==> config.mk <==
export PLATFORM = sky130hd
export DESIGN_NAME = least_squares_line_fit_core
export DESIGN_NICKNAME = d
export VERILOG_FILES = /design/src/rtl/lslf_pkg.sv /design/src/rtl/lslf_front.sv /design/src/rtl/lslf_queue.sv /design/src/rtl/lslf_back.sv /design/src/rtl/least_squares_line_fit_core.sv
export SDC_FILE = /design/constraint.sdc
export NUM_CORES = 2
export LEC_CHECK = 0
export BUFFER_PORTS_ARGS = -buffer_cell sky130_fd_sc_hd__buf_4
export CAP_MARGIN = 0
export CORE_ASPECT_RATIO = 0.9
export CORE_MARGIN = 2
export CORE_UTILIZATION = 50
export DETAILED_ROUTE_END_ITERATION = 10
export GPL_TIMING_DRIVEN = 0
export MAX_ROUTING_LAYER = met4
export PLACE_DENSITY_LB_ADDON = 0.12
export REMOVE_ABC_BUFFERS = 1
export SLEW_MARGIN = 20
export SYNTH_ARGS = -nofsm -noshare
export SYNTH_HDL_FRONTEND = slang
export SYNTH_SLANG_ARGS = --single-unit
==> constraint.sdc <==
create_clock -name clk_i -period 25.9 [get_ports clk_i]
set_clock_uncertainty 0.2 [all_clocks]
set_input_delay 2.59 -clock clk_i [delete_from_list [all_inputs] [get_ports clk_i]]
set_output_delay 2.59 -clock clk_i [all_outputs]
set_load 0.05 [all_outputs]
==> src/rtl/lslf_pkg.sv <==
// Shared types and constants of the least-squares line fit core.
// No dependencies; used by every module of the core.
package lslf_pkg;

  localparam int SXW  = 20;   // sum of x, unsigned, up to 16 points
  localparam int SYW  = 21;   // sum of y, signed
  localparam int SXXW = 36;   // sum of x*x, unsigned
  localparam int SXYW = 36;   // sum of x*y, signed
  localparam int NW   = 5;    // point count carried with a job
  localparam int GW   = 3;    // group number

  localparam int AW   = 68;   // multiplicand shift register and product
  localparam int BW   = 20;   // multiplier operand
  localparam int TW   = 60;   // signed numerators and partial terms
  localparam int DW   = 43;   // signed determinant
  localparam int RW   = 42;   // divider remainder
  localparam int QW   = 68;   // dividend / quotient
  localparam int CNTW = 7;

  localparam logic [GW-1:0]   GROUP_SHORT = 3'd3;
  localparam int              SHORT_ROWS  = 4;
  localparam logic [BW-1:0]   SCALE       = 20'd1000;
  localparam logic [CNTW-1:0] DIV_STEPS   = 7'd68;
  localparam int              QDEPTH      = 2;

  typedef struct packed {
    logic [GW-1:0]          group;
    logic [NW-1:0]          n;
    logic [SXW-1:0]         sx;
    logic signed [SYW-1:0]  sy;
    logic [SXXW-1:0]        sxx;
    logic signed [SXYW-1:0] sxy;
  } job_t;

  typedef enum logic [1:0] {
    ST_IDLE,
    ST_MUL,
    ST_DIV,
    ST_OUT
  } back_state_e;

  typedef enum logic [2:0] {
    OP_N_SXX,
    OP_SX_SX,
    OP_N_SXY,
    OP_SX_SY,
    OP_SXX_SY,
    OP_SX_SXY,
    OP_SCALE_A,
    OP_SCALE_B
  } op_e;

endpackage

==> src/rtl/lslf_front.sv <==
// Front end: group register, point accumulation and job hand-off.
// Depends on lslf_pkg.
module lslf_front #(
  parameter int MaxPoints = 6
) (
  input  logic                      clk_i,
  input  logic                      rst_ni,
  input  logic                      cfg_we_i,
  input  logic [lslf_pkg::GW-1:0]   cfg_group_i,
  input  logic                      accept_i,
  input  logic [15:0]               peak_value_i,
  input  logic signed [15:0]        range_bias_i,
  output logic                      push_o,
  output lslf_pkg::job_t            job_o
);

  localparam int RowsMax = (MaxPoints > lslf_pkg::SHORT_ROWS) ? MaxPoints
                                                              : lslf_pkg::SHORT_ROWS;
  localparam int CW = $clog2(RowsMax + 1);

  logic [lslf_pkg::GW-1:0]          group_q;
  logic [CW-1:0]                    cnt_q, cnt_d, rows;
  logic [lslf_pkg::SXW-1:0]         sx_q, sx_d;
  logic signed [lslf_pkg::SYW-1:0]  sy_q, sy_d;
  logic [lslf_pkg::SXXW-1:0]        sxx_q, sxx_d;
  logic signed [lslf_pkg::SXYW-1:0] sxy_q, sxy_d;
  logic [31:0]                      xx;
  logic signed [32:0]               xy;
  logic                             last;

  assign xx    = peak_value_i * peak_value_i;
  assign xy    = $signed({1'b0, peak_value_i}) * range_bias_i;
  assign rows  = (group_q == lslf_pkg::GROUP_SHORT) ? CW'(lslf_pkg::SHORT_ROWS)
                                                    : CW'(MaxPoints);
  assign cnt_d = cnt_q + 1'b1;
  assign sx_d  = sx_q + lslf_pkg::SXW'(peak_value_i);
  assign sy_d  = sy_q + lslf_pkg::SYW'(range_bias_i);
  assign sxx_d = sxx_q + lslf_pkg::SXXW'(xx);
  assign sxy_d = sxy_q + lslf_pkg::SXYW'(xy);
  assign last  = (cnt_d >= rows);

  assign push_o      = accept_i && last;
  assign job_o.group = group_q;
  assign job_o.n     = lslf_pkg::NW'(cnt_d);
  assign job_o.sx    = sx_d;
  assign job_o.sy    = sy_d;
  assign job_o.sxx   = sxx_d;
  assign job_o.sxy   = sxy_d;

  always_ff @(posedge clk_i or negedge rst_ni) begin
    if (!rst_ni) begin
      group_q <= 3'd1;
      cnt_q   <= '0;
      sx_q    <= '0;
      sy_q    <= '0;
      sxx_q   <= '0;
      sxy_q   <= '0;
    end else if (cfg_we_i) begin
      group_q <= cfg_group_i;
      cnt_q   <= '0;
      sx_q    <= '0;
      sy_q    <= '0;
      sxx_q   <= '0;
      sxy_q   <= '0;
    end else if (accept_i) begin
      if (last) begin
        cnt_q <= '0;
        sx_q  <= '0;
        sy_q  <= '0;
        sxx_q <= '0;
        sxy_q <= '0;
      end else begin
        cnt_q <= cnt_d;
        sx_q  <= sx_d;
        sy_q  <= sy_d;
        sxx_q <= sxx_d;
        sxy_q <= sxy_d;
      end
    end
  end

endmodule

==> src/rtl/lslf_queue.sv <==
// Two-entry job queue between the accumulating front end and the solver.
// Depends on lslf_pkg.
module lslf_queue (
  input  logic           clk_i,
  input  logic           rst_ni,
  input  logic           push_i,
  input  lslf_pkg::job_t job_i,
  input  logic           pop_i,
  output logic           full_o,
  output logic           valid_o,
  output lslf_pkg::job_t job_o
);

  localparam int PW = $clog2(lslf_pkg::QDEPTH);

  lslf_pkg::job_t mem_q [lslf_pkg::QDEPTH];
  logic [PW-1:0]  wr_q, rd_q;
  logic [PW:0]    cnt_q;

  assign full_o  = (cnt_q == (PW+1)'(lslf_pkg::QDEPTH));
  assign valid_o = (cnt_q != '0);
  assign job_o   = mem_q[rd_q];

  always_ff @(posedge clk_i) begin
    if (push_i) begin
      mem_q[wr_q] <= job_i;
    end
  end

  always_ff @(posedge clk_i or negedge rst_ni) begin
    if (!rst_ni) begin
      wr_q  <= '0;
      rd_q  <= '0;
      cnt_q <= '0;
    end else begin
      if (push_i) begin
        wr_q <= wr_q + 1'b1;
      end
      if (pop_i) begin
        rd_q <= rd_q + 1'b1;
      end
      if (push_i && !pop_i) begin
        cnt_q <= cnt_q + 1'b1;
      end else if (pop_i && !push_i) begin
        cnt_q <= cnt_q - 1'b1;
      end
    end
  end

endmodule

==> src/rtl/lslf_back.sv <==
// Solver: serial shift-add multiplier and restoring divider under one sequencer.
// Depends on lslf_pkg.
module lslf_back (
  input  logic                    clk_i,
  input  logic                    rst_ni,
  input  logic                    job_valid_i,
  input  lslf_pkg::job_t          job_i,
  output logic                    pop_o,
  output logic                    done_o,
  output logic signed [31:0]      slope_o,
  output logic signed [31:0]      intercept_o,
  output logic [lslf_pkg::GW-1:0] group_o,
  output logic                    singular_o
);

  localparam int AW = lslf_pkg::AW;
  localparam int BW = lslf_pkg::BW;
  localparam int TW = lslf_pkg::TW;
  localparam int DW = lslf_pkg::DW;
  localparam int RW = lslf_pkg::RW;
  localparam int QW = lslf_pkg::QW;

  lslf_pkg::back_state_e state_q, state_d;
  lslf_pkg::op_e         op_q, op_d, nxt_op;
  lslf_pkg::job_t        job_q, job_d, ld_job;

  logic [AW-1:0]            a_q, a_d, acc_q, acc_d, ld_a;
  logic [BW-1:0]            b_q, b_d, ld_b;
  logic                     neg_q, neg_d, ld_neg;
  logic signed [TW-1:0]     t_q, t_d, numa_q, numa_d, numb_q, numb_d, diff;
  logic signed [DW-1:0]     det_q, det_d;
  logic [QW-1:0]            dvd_q, dvd_d, quo;
  logic [RW-1:0]            rem_q, rem_d;
  logic [RW:0]              rem_sh;
  logic                     ge;
  logic [lslf_pkg::CNTW-1:0] cnt_q, cnt_d;
  logic signed [31:0]       slope_q, slope_d, icpt_q, icpt_d, sat;
  logic                     sing_q, sing_d;
  logic signed [AW:0]       p_s;
  logic signed [lslf_pkg::SXYW-1:0] sxy_abs;
  logic signed [lslf_pkg::SYW-1:0]  sy_abs;
  logic signed [TW-1:0]     numa_abs, numb_abs;

  assign nxt_op = (state_q == lslf_pkg::ST_IDLE) ? lslf_pkg::OP_N_SXX
                                                 : lslf_pkg::op_e'(3'(op_q + 3'd1));
  assign ld_job = (state_q == lslf_pkg::ST_IDLE) ? job_i : job_q;

  assign sxy_abs  = ld_job.sxy[lslf_pkg::SXYW-1] ? -ld_job.sxy : ld_job.sxy;
  assign sy_abs   = ld_job.sy[lslf_pkg::SYW-1] ? -ld_job.sy : ld_job.sy;
  assign numa_abs = numa_q[TW-1] ? -numa_q : numa_q;
  assign numb_abs = numb_q[TW-1] ? -numb_q : numb_q;

  always_comb begin
    ld_a   = AW'(ld_job.sxx);
    ld_b   = BW'(ld_job.n);
    ld_neg = 1'b0;
    unique case (nxt_op)
      lslf_pkg::OP_N_SXX: begin
        ld_a = AW'(ld_job.sxx);
        ld_b = BW'(ld_job.n);
      end
      lslf_pkg::OP_SX_SX: begin
        ld_a = AW'(ld_job.sx);
        ld_b = ld_job.sx;
      end
      lslf_pkg::OP_N_SXY: begin
        ld_a   = AW'($unsigned(sxy_abs));
        ld_b   = BW'(ld_job.n);
        ld_neg = ld_job.sxy[lslf_pkg::SXYW-1];
      end
      lslf_pkg::OP_SX_SY: begin
        ld_a   = AW'(ld_job.sx);
        ld_b   = BW'($unsigned(sy_abs));
        ld_neg = ld_job.sy[lslf_pkg::SYW-1];
      end
      lslf_pkg::OP_SXX_SY: begin
        ld_a   = AW'(ld_job.sxx);
        ld_b   = BW'($unsigned(sy_abs));
        ld_neg = ld_job.sy[lslf_pkg::SYW-1];
      end
      lslf_pkg::OP_SX_SXY: begin
        ld_a   = AW'($unsigned(sxy_abs));
        ld_b   = ld_job.sx;
        ld_neg = ld_job.sxy[lslf_pkg::SXYW-1];
      end
      lslf_pkg::OP_SCALE_A: begin
        ld_a   = AW'($unsigned(numa_abs));
        ld_b   = lslf_pkg::SCALE;
        ld_neg = numa_q[TW-1];
      end
      lslf_pkg::OP_SCALE_B: begin
        ld_a   = AW'($unsigned(numb_abs));
        ld_b   = lslf_pkg::SCALE;
        ld_neg = numb_q[TW-1];
      end
      default: ;
    endcase
  end

  assign p_s    = neg_q ? -$signed({1'b0, acc_q}) : $signed({1'b0, acc_q});
  assign diff   = t_q - TW'(p_s);
  assign rem_sh = {rem_q, dvd_q[QW-1]};
  assign ge     = (rem_sh >= {1'b0, det_q[RW-1:0]});
  assign quo    = {dvd_q[QW-2:0], ge};

  always_comb begin
    if (neg_q) begin
      if ((|quo[QW-1:32]) || (quo[31] && (|quo[30:0]))) begin
        sat = 32'sh8000_0000;
      end else begin
        sat = -$signed(quo[31:0]);
      end
    end else if (|quo[QW-1:31]) begin
      sat = 32'sh7fff_ffff;
    end else begin
      sat = $signed(quo[31:0]);
    end
  end

  always_comb begin
    state_d = state_q;
    op_d    = op_q;
    job_d   = job_q;
    a_d     = a_q;
    b_d     = b_q;
    neg_d   = neg_q;
    acc_d   = acc_q;
    t_d     = t_q;
    numa_d  = numa_q;
    numb_d  = numb_q;
    det_d   = det_q;
    dvd_d   = dvd_q;
    rem_d   = rem_q;
    cnt_d   = cnt_q;
    slope_d = slope_q;
    icpt_d  = icpt_q;
    sing_d  = sing_q;
    pop_o   = 1'b0;
    unique case (state_q)
      lslf_pkg::ST_IDLE: begin
        if (job_valid_i) begin
          pop_o   = 1'b1;
          job_d   = job_i;
          op_d    = nxt_op;
          a_d     = ld_a;
          b_d     = ld_b;
          neg_d   = ld_neg;
          acc_d   = '0;
          state_d = lslf_pkg::ST_MUL;
        end
      end
      lslf_pkg::ST_MUL: begin
        if (b_q == '0) begin
          op_d  = nxt_op;
          a_d   = ld_a;
          b_d   = ld_b;
          neg_d = ld_neg;
          acc_d = '0;
          unique case (op_q) inside
            lslf_pkg::OP_N_SXX, lslf_pkg::OP_N_SXY, lslf_pkg::OP_SXX_SY: begin
              t_d = TW'(p_s);
            end
            lslf_pkg::OP_SX_SX: begin
              det_d = DW'(diff);
              if (diff <= 0) begin
                slope_d = '0;
                icpt_d  = '0;
                sing_d  = 1'b1;
                state_d = lslf_pkg::ST_OUT;
              end
            end
            lslf_pkg::OP_SX_SY: begin
              numa_d = diff;
            end
            lslf_pkg::OP_SX_SXY: begin
              numb_d = diff;
            end
            lslf_pkg::OP_SCALE_A, lslf_pkg::OP_SCALE_B: begin
              op_d    = op_q;
              neg_d   = neg_q;
              dvd_d   = acc_q;
              rem_d   = '0;
              cnt_d   = lslf_pkg::DIV_STEPS;
              state_d = lslf_pkg::ST_DIV;
            end
            default: ;
          endcase
        end else begin
          if (b_q[0]) begin
            acc_d = acc_q + a_q;
          end
          a_d = a_q << 1;
          b_d = b_q >> 1;
        end
      end
      lslf_pkg::ST_DIV: begin
        rem_d = ge ? RW'(rem_sh - {1'b0, det_q[RW-1:0]}) : rem_sh[RW-1:0];
        dvd_d = quo;
        cnt_d = cnt_q - 1'b1;
        if (cnt_q == lslf_pkg::CNTW'(1)) begin
          if (op_q == lslf_pkg::OP_SCALE_A) begin
            slope_d = sat;
            op_d    = nxt_op;
            a_d     = ld_a;
            b_d     = ld_b;
            neg_d   = ld_neg;
            acc_d   = '0;
            state_d = lslf_pkg::ST_MUL;
          end else begin
            icpt_d  = sat;
            sing_d  = 1'b0;
            state_d = lslf_pkg::ST_OUT;
          end
        end
      end
      lslf_pkg::ST_OUT: begin
        state_d = lslf_pkg::ST_IDLE;
      end
      default: state_d = lslf_pkg::ST_IDLE;
    endcase
  end

  always_ff @(posedge clk_i or negedge rst_ni) begin
    if (!rst_ni) begin
      state_q <= lslf_pkg::ST_IDLE;
      op_q    <= lslf_pkg::OP_N_SXX;
      cnt_q   <= '0;
    end else begin
      state_q <= state_d;
      op_q    <= op_d;
      cnt_q   <= cnt_d;
    end
  end

  always_ff @(posedge clk_i) begin
    job_q   <= job_d;
    a_q     <= a_d;
    b_q     <= b_d;
    neg_q   <= neg_d;
    acc_q   <= acc_d;
    t_q     <= t_d;
    numa_q  <= numa_d;
    numb_q  <= numb_d;
    det_q   <= det_d;
    dvd_q   <= dvd_d;
    rem_q   <= rem_d;
    slope_q <= slope_d;
    icpt_q  <= icpt_d;
    sing_q  <= sing_d;
  end

  assign done_o      = (state_q == lslf_pkg::ST_OUT);
  assign slope_o     = slope_q;
  assign intercept_o = icpt_q;
  assign group_o     = job_q.group;
  assign singular_o  = sing_q;

endmodule

==> src/rtl/least_squares_line_fit_core.sv <==
// Least-squares line fit core: top level joining front end, job queue and solver.
// Depends on lslf_pkg, lslf_front, lslf_queue, lslf_back.
//
// A point is taken when start is high and busy is low; the front end
// adds it into the count and the sums of x, y, x*x and x*y. The last point of a group
// (four for group 3, MAX_POINTS otherwise) hands a job to a two-entry queue. The solver
// works one job at a time: eight serial shift-add multiplies and two restoring divides,
// run by the one-bit-per-cycle multiplier and divider; a singular fit ends after the second
// multiply. busy is high only while two fits are waiting. Each result shows for exactly
// one cycle with done_o and cannot be held off. Writing the group register clears the
// sums; cfg_ready_o is always high.
module least_squares_line_fit_core #(
  parameter int MAX_POINTS = 6
) (
  input  logic               clk_i,
  input  logic               rst_ni,
  input  logic               cfg_valid_i,
  output logic               cfg_ready_o,
  input  logic [2:0]         cfg_group_number_i,
  input  logic               start,
  output logic               busy,
  input  logic [15:0]        peak_value_i,
  input  logic signed [15:0] range_bias_i,
  output logic               done_o,
  output logic signed [31:0] slope_milli_o,
  output logic signed [31:0] intercept_milli_o,
  output logic [2:0]         group_echo_o,
  output logic               singular_o
);

  logic           push, pop, q_valid, q_full;
  lslf_pkg::job_t f_job, q_job;

  assign cfg_ready_o = 1'b1;
  assign busy        = q_full;

  lslf_front #(
    .MaxPoints(MAX_POINTS)
  ) u_front (
    .clk_i       (clk_i),
    .rst_ni      (rst_ni),
    .cfg_we_i    (cfg_valid_i && cfg_ready_o),
    .cfg_group_i (cfg_group_number_i),
    .accept_i    (start && !busy),
    .peak_value_i(peak_value_i),
    .range_bias_i(range_bias_i),
    .push_o      (push),
    .job_o       (f_job)
  );

  lslf_queue u_queue (
    .clk_i  (clk_i),
    .rst_ni (rst_ni),
    .push_i (push),
    .job_i  (f_job),
    .pop_i  (pop),
    .full_o (q_full),
    .valid_o(q_valid),
    .job_o  (q_job)
  );

  lslf_back u_back (
    .clk_i      (clk_i),
    .rst_ni     (rst_ni),
    .job_valid_i(q_valid),
    .job_i      (q_job),
    .pop_o      (pop),
    .done_o     (done_o),
    .slope_o    (slope_milli_o),
    .intercept_o(intercept_milli_o),
    .group_o    (group_echo_o),
    .singular_o (singular_o)
  );

endmodule
# Word level (Yosys, flattened, before mapping)
# Memories as Yosys holds them, arrays and structs flattened.
# Cells that the tools add are included.
[totals]
reg_bits = 810
ramBits = 238
output_inout_bits = 71
word_cells = 226
mem_count = 1
[memory_table]
columns = ["memory", "depth", "word_bits", "rd", "rd_clocked_by_memory_dff", "wr", "line", "text"]
rows = [
  ["u_queue.mem_q", 2, 119, 1, 0, 1, "lslf_queue.sv:16", "lslf_pkg::job_t mem_q [lslf_pkg::QDEPTH];"],
]
[classes]
addsub = 20
multipliers = 2
order_cmp = 3
n_eq_ne = 32
mux = 95
n_reduce_logical = 42
[op_table]
columns = ["cell", "count"]
rows = [
  ["$mux 68", 11],
  ["$pmux 68 s3", 2],
  ["$pmux 68 s5", 1],
  ["$mux 32", 10],
  ["$mux 36", 7],
  ["$mux 60", 3],
  ["$neg 60->60", 3],
  ["$mux 20", 8],
  ["$pmux 68 s2", 1],
  ["$pmux 32 s2", 2],
  ["$mux 42", 3],
  ["$mux 118", 1],
  ["$pmux 42 s2", 1],
  ["$pmux 20 s4", 1],
  ["$add 68x68->68", 1],
  ["$mux 21", 3],
  ["$le 60x1->1 const B", 1],
  ["$pmux 20 s3", 1],
  ["$sub 60x60->60", 1],
  ["$ge 43x42->1", 1],
  ["$sub 42x42->42", 1],
  ["$reduce_or 37->1", 1],
  ["$add 36x32->36", 1],
  ["$add 36x33->36", 1],
  ["52 further kinds", 128],
]

# Longest topological paths before layout
[logic_depth]
word_depth = 9
ltp_mapped = 33
depth_no_buf = 31

# Cells and area by module
# Synthesis repeated with hierarchy kept, for this count alone.
[hier_totals]
hier_cells = 7392
area_unflattened_um2 = 77344.2
[by_module_without_submodules]
columns = ["module", "instances", "cells_each", "area_each_um2", "seq_area_each_um2"]
rows = [
  ["lslf_back", 1, 4311, 43609.3, 20569.7],
  ["lslf_front", 1, 2685, 24454.7, 2979.1],
  ["lslf_queue", 1, 393, 9255.1, 7367.1],
  ["least_squares_line_fit_core", 1, 3, 25.0, 0.0],
]

# Least setup slack after synthesis
# Ideal clock, no wire load.
[synth_path]
path_type = "register -> register"
start = "register u_back.cnt_q[3] in the netlist's numbering"
end = "register u_back.acc_q[0], enable pin"
t_arrival_ps = 11950
path_slack_ps = 13319
stages_incl_launch_ff = 7
path_buffers = 0
period_less_slack_ps = 12581
cell_sequence = "dfrtp_1 > or3_1 > or2_2 > nor3b_1 > nor2_1 > nor4_1 > o21a_1"
[synth_between]
elab_chain_cells = 3
[synth_rtl]
columns = ["item", "line", "text"]
rows = [
  ["from (decl)", "lslf_back.sv:36", "logic [lslf_pkg::CNTW-1:0] cnt_q, cnt_d;"],
  ["from (signal assigned)", "lslf_back.sv:231", "cnt_q <= cnt_d;"],
  ["$eq 7x1->1", "lslf_back.sv:200", "if (cnt_q == lslf_pkg::CNTW'(1)) begin"],
  ["$ne 2x1->1 (no line)", "-", ""],
  ["$reduce_and 5->1 (no line)", "-", ""],
  ["to (signal assigned)", "lslf_back.sv:240", "acc_q <= acc_d;"],
  ["to (decl)", "lslf_back.sv:27", "logic [AW-1:0] a_q, a_d, acc_q, acc_d, ld_a;"],
]
# Every way passes these cells.
# A chain may end at the register's enable or synchronous reset.

# Worst setup path after layout
[layout_path]
start = "register u_back.acc_q[1]"
end = "register u_back.slope_q[2], in the netlist u_back.slope_o[2], enable pin"
[layout_between]
elab_chain_cells = 6
[layout_rtl]
columns = ["item", "line", "text"]
rows = [
  ["$neg 60->60", "lslf_back.sv:100", "assign p_s = neg_q ? -$signed({1'b0, acc_q}) : $signed({1'b0, acc_q});"],
  ["$mux 60 *", "lslf_back.sv:100", ""],
  ["$sub 60x60->60 *", "lslf_back.sv:101", "assign diff = t_q - TW'(p_s);"],
  ["named net u_back.diff[32]", "lslf_back.sv:30", "logic signed [TW-1:0] t_q, t_d, numa_q, numa_d, numb_q, numb_d, diff;"],
  ["$le 60x1->1 *", "lslf_back.sv:165", "if (diff <= 0) begin"],
  ["$ne 2x1->1 (no line) *", "-", ""],
  ["$reduce_and 6->1 (no line) *", "-", ""],
  ["to (signal assigned)", "lslf_back.sv:247", "slope_q <= slope_d;"],
  ["to (decl)", "lslf_back.sv:37", "logic signed [31:0] slope_q, slope_d, icpt_q, icpt_d, sat;"],
]
# Mark *: on every way through the listed nets, which the timed path passes. The rest lies on a longest branch.

==> flow_summary.toml <==
[outcome]
outcome = "completed"

[global_route]
grt_max_degree = 82
grtUsageTotal_pct = 25.9
grt_overflow = 0
antenna_found_initial = 3
grt_pass1_vias = 52300
grt_pass1_wl_um = 302000

[sta]
fin_setup_tns_ns = 0
finalMaxSlewViolations = 0
finalCritPeriodShare_pct = 40.6
hold_ws_ns = 0.285
rsz0062_at_grt = "false"
tightest_slew_ns = 1.27
slew_headroom_pct = 14.5
fmax_ghz = 0.0950
hold_viol = 0
setup_viol = 0
finalCriticalPeriod_ns = 10.53

[yosys]
synthAdderAreaFrac_pct = 18.9
yosys.area_share.xor_xnor_pct = 6.27
synth_edf_count = 911
seq_area_frac_synth_pct = 40.9
synth.top_cell.area_share_pct = 36.4
synth_top_family_by_area = "adder cells"
synthCells = 7107
synth_mux_area_share_pct = 3.72
netlist_top_cells_area = "edfxtp_1 (36%), fa_1 (11%), ha_1 (7.1%)"
synth.distinct_cells = 115
ys_seq_elements = 1046
synth_top_area_cell = "edfxtp_1"
synthMostInstantiatedCell = "inv_1"
syn_area_per_cell_um2 = 10.6
async_flop_share_pct = 12.9
synth_ff_type = "edfxtp_1"
syn-cell-area_mm2 = 0.0752
synth_compound_area_share_pct = 11.9
yosysWarnings = 0
synthTopCellsByCount = "inv_1 (921), edfxtp_1 (911), nand2_1 (528), nor2_1 (490), ha_1 (429)"
synthSimpleGateAreaFrac_pct = 12.2

[route]
viasPerCell = 5.72
wl_per_cell_um = 20.9
num_vias = 52700
antenna_left = 0
drc = 0
firstDrtPassIters = 5
dr.first_iter.drc_count = 4140
wirelength_um = 192000

[setup_path]
path_class = "flop to flop"
cp-start-kind = "flop"
crit_path_end = "u_back.slope_o[2]"
cpMostUsedCell = "buf_4"
r2r_setup_slack_ns = 15.37
crit_slowest_cell = "nand3_1"
worstPathArrival_ns = 10.75
endpoint_kind = "flop"
startpoint = "u_back.acc_q[1]"
required_ns = 26.13
crit_fanout = 15
r2r_start = "u_back.acc_q[1]"
r2r-end = "u_back.slope_o[2]"
reg2reg_depth = 29
cp_slowest_stage_delay_ns = 0.81

[final_layout]
fin_nets = 8039
drive_above_1_share_pct = 9.24
multi_input_area_mm2 = 0.0401
area_delta_synth_final_pct = 10.4
final_design_area_no_fill_mm2 = 0.0830
n_fill_cell = 12700
seqCellArea_mm2 = 0.0307
diodes = 0

[placed_design]
dp_hpwl_um = 146000
portBuffers = 108
dpl-instance-area_mm2 = 0.0791
routabilityCongestion = 0.917

[clock_tree]
htree_levels = 3
clk_pin_slew_worst_paths_ns = 0.06
ctsResizeCount = 0
cts_root_buf = "clkbuf_16"
clkSinkCount = 1046
cts_tree = "done"
cts_max_path_buffers = 3
clock_latency_ns = 0.73
cts_setup_buffers = 0
cts_made_buffers = 113
cts_hold_buf = 0

[die]
die_h_um = 372
die_area_mm2 = 0.153
num_rows = 134
core_area_mm2 = 0.149
die_x_um = 413
start_util_pct = 50.5
ios = 110

[run]
cap_violations = 0

[hold_path]
min_path_type = "flop to flop"
## worst max-delay path, delay by kind of cell (launching register included)
kind                     cells  cell delay [ns]
AO/OA/AOI/OAI                6             1.97
XOR/XNOR                     2             0.70
adder cells (fa/ha/maj)      5             1.82
buffers and inverters        5             1.13
flip-flops                   1             0.45
AND/OR/NAND/NOR             11             3.94
## layout by cell type, fill, tap and decap left out, types with 41 or more instances in the layout
master,instances
dfrtp_1,133
a22o_1,93
mux2i_1,99
xor2_1,184
inv_1,917
nand2b_1,60
buf_4,124
ha_1,427
nand4_1,41
nor2_1,486
o21bai_1,60
nor3_1,118
clkbuf_16,118
a31oi_1,74
edfxtp_1,911
o31ai_1,58
or4_1,44
xnor2_1,308
nor2b_1,45
or3_1,70
nand3_1,77
a221oi_1,49
and2_1,208
fa_1,426
nand2_1,528
a21o_1,86
nor4_1,50
a21oi_1,294
o21ai_0,252
mux2_2,160
## per-stage QoR
stage | instances | setup WS, ns | utilization, %
2_1_floorplan | 6825 | 11.28 | -
3_3_place_gp | 8905 | 3.45 | 52.0
3_5_place_dp | 9002 | 15.23 | 53.2
4_1_cts | 9210 | 15.33 | 55.8
5_1_grt | 9210 | 14.72 | 55.8
6_report | 9210 | 15.37 | 55.8
## layer usage
layer	GRT usage [%]	wire, um	vias to the layer above
li1	-	-	24900
met1	36.3	89300	26100
met2	40.6	88100	1414
met3	2.90	10100	286
met4	6.30	4760	0
met5	-	0	-
## worst min-delay path by stage
stage	start	to	cells past startpoint	slack, ns
global placement	u_front.group_q[2]	u_queue.mem_q[0][118]	0	0.27
global route	u_front.group_q[2]	u_queue.mem_q[1][118]	0	0.30
detailed placement	u_front.group_q[2]	u_queue.mem_q[0][118]	0	0.28
floorplan	u_front.group_q[2]	u_queue.mem_q[0][118]	0	0.25
finish	u_front.group_q[2]	u_queue.mem_q[0][118]	0	0.29
CTS	u_front.group_q[2]	u_queue.mem_q[1][118]	0	0.29
## state kept, by name, indices dropped and copies added (netlist names), 36 cells and up
name,flops
u_back.rem_q,42
u_back.t_q,60
u_queue.mem_q,238
u_back.a_q,68
u_front.sxy_q,36
u_back.job_q,116
u_back.acc_q,68
u_front.sxx_q,36
u_back.numa_q,60
u_back.numb_q,60
u_back.dvd_q,68
u_back.det_q,42
## logic make-up (layout without fill, tap and decap cells)
kind of cell | after synthesis | in the layout
buffers and inverters | 1206 | 1337
AOI/OAI and AO/OA | 1319 | 1319
adders and majority gates | 887 | 887
muxes | 259 | 259
xor gates and xnor gates | 511 | 511
other | 1 | 1
and+or+nand+nor | 1878 | 1878
DFF | 1046 | 1046
## area by class of cell
class                           count  area share (%)
Clock inverter                     57           0.841
Tap cell                         1972            2.97
Sequential cell                  1046            37.0
Multi-Input combinational cell   4855            48.3
Timing Repair Buffer              205            2.84
Inverter                          924            4.20
Clock buffer                      151            3.80
Power is left out: the tool's default activity adds up to more than one toggle a clock period on the data nets, which glitch-free logic cannot reach.
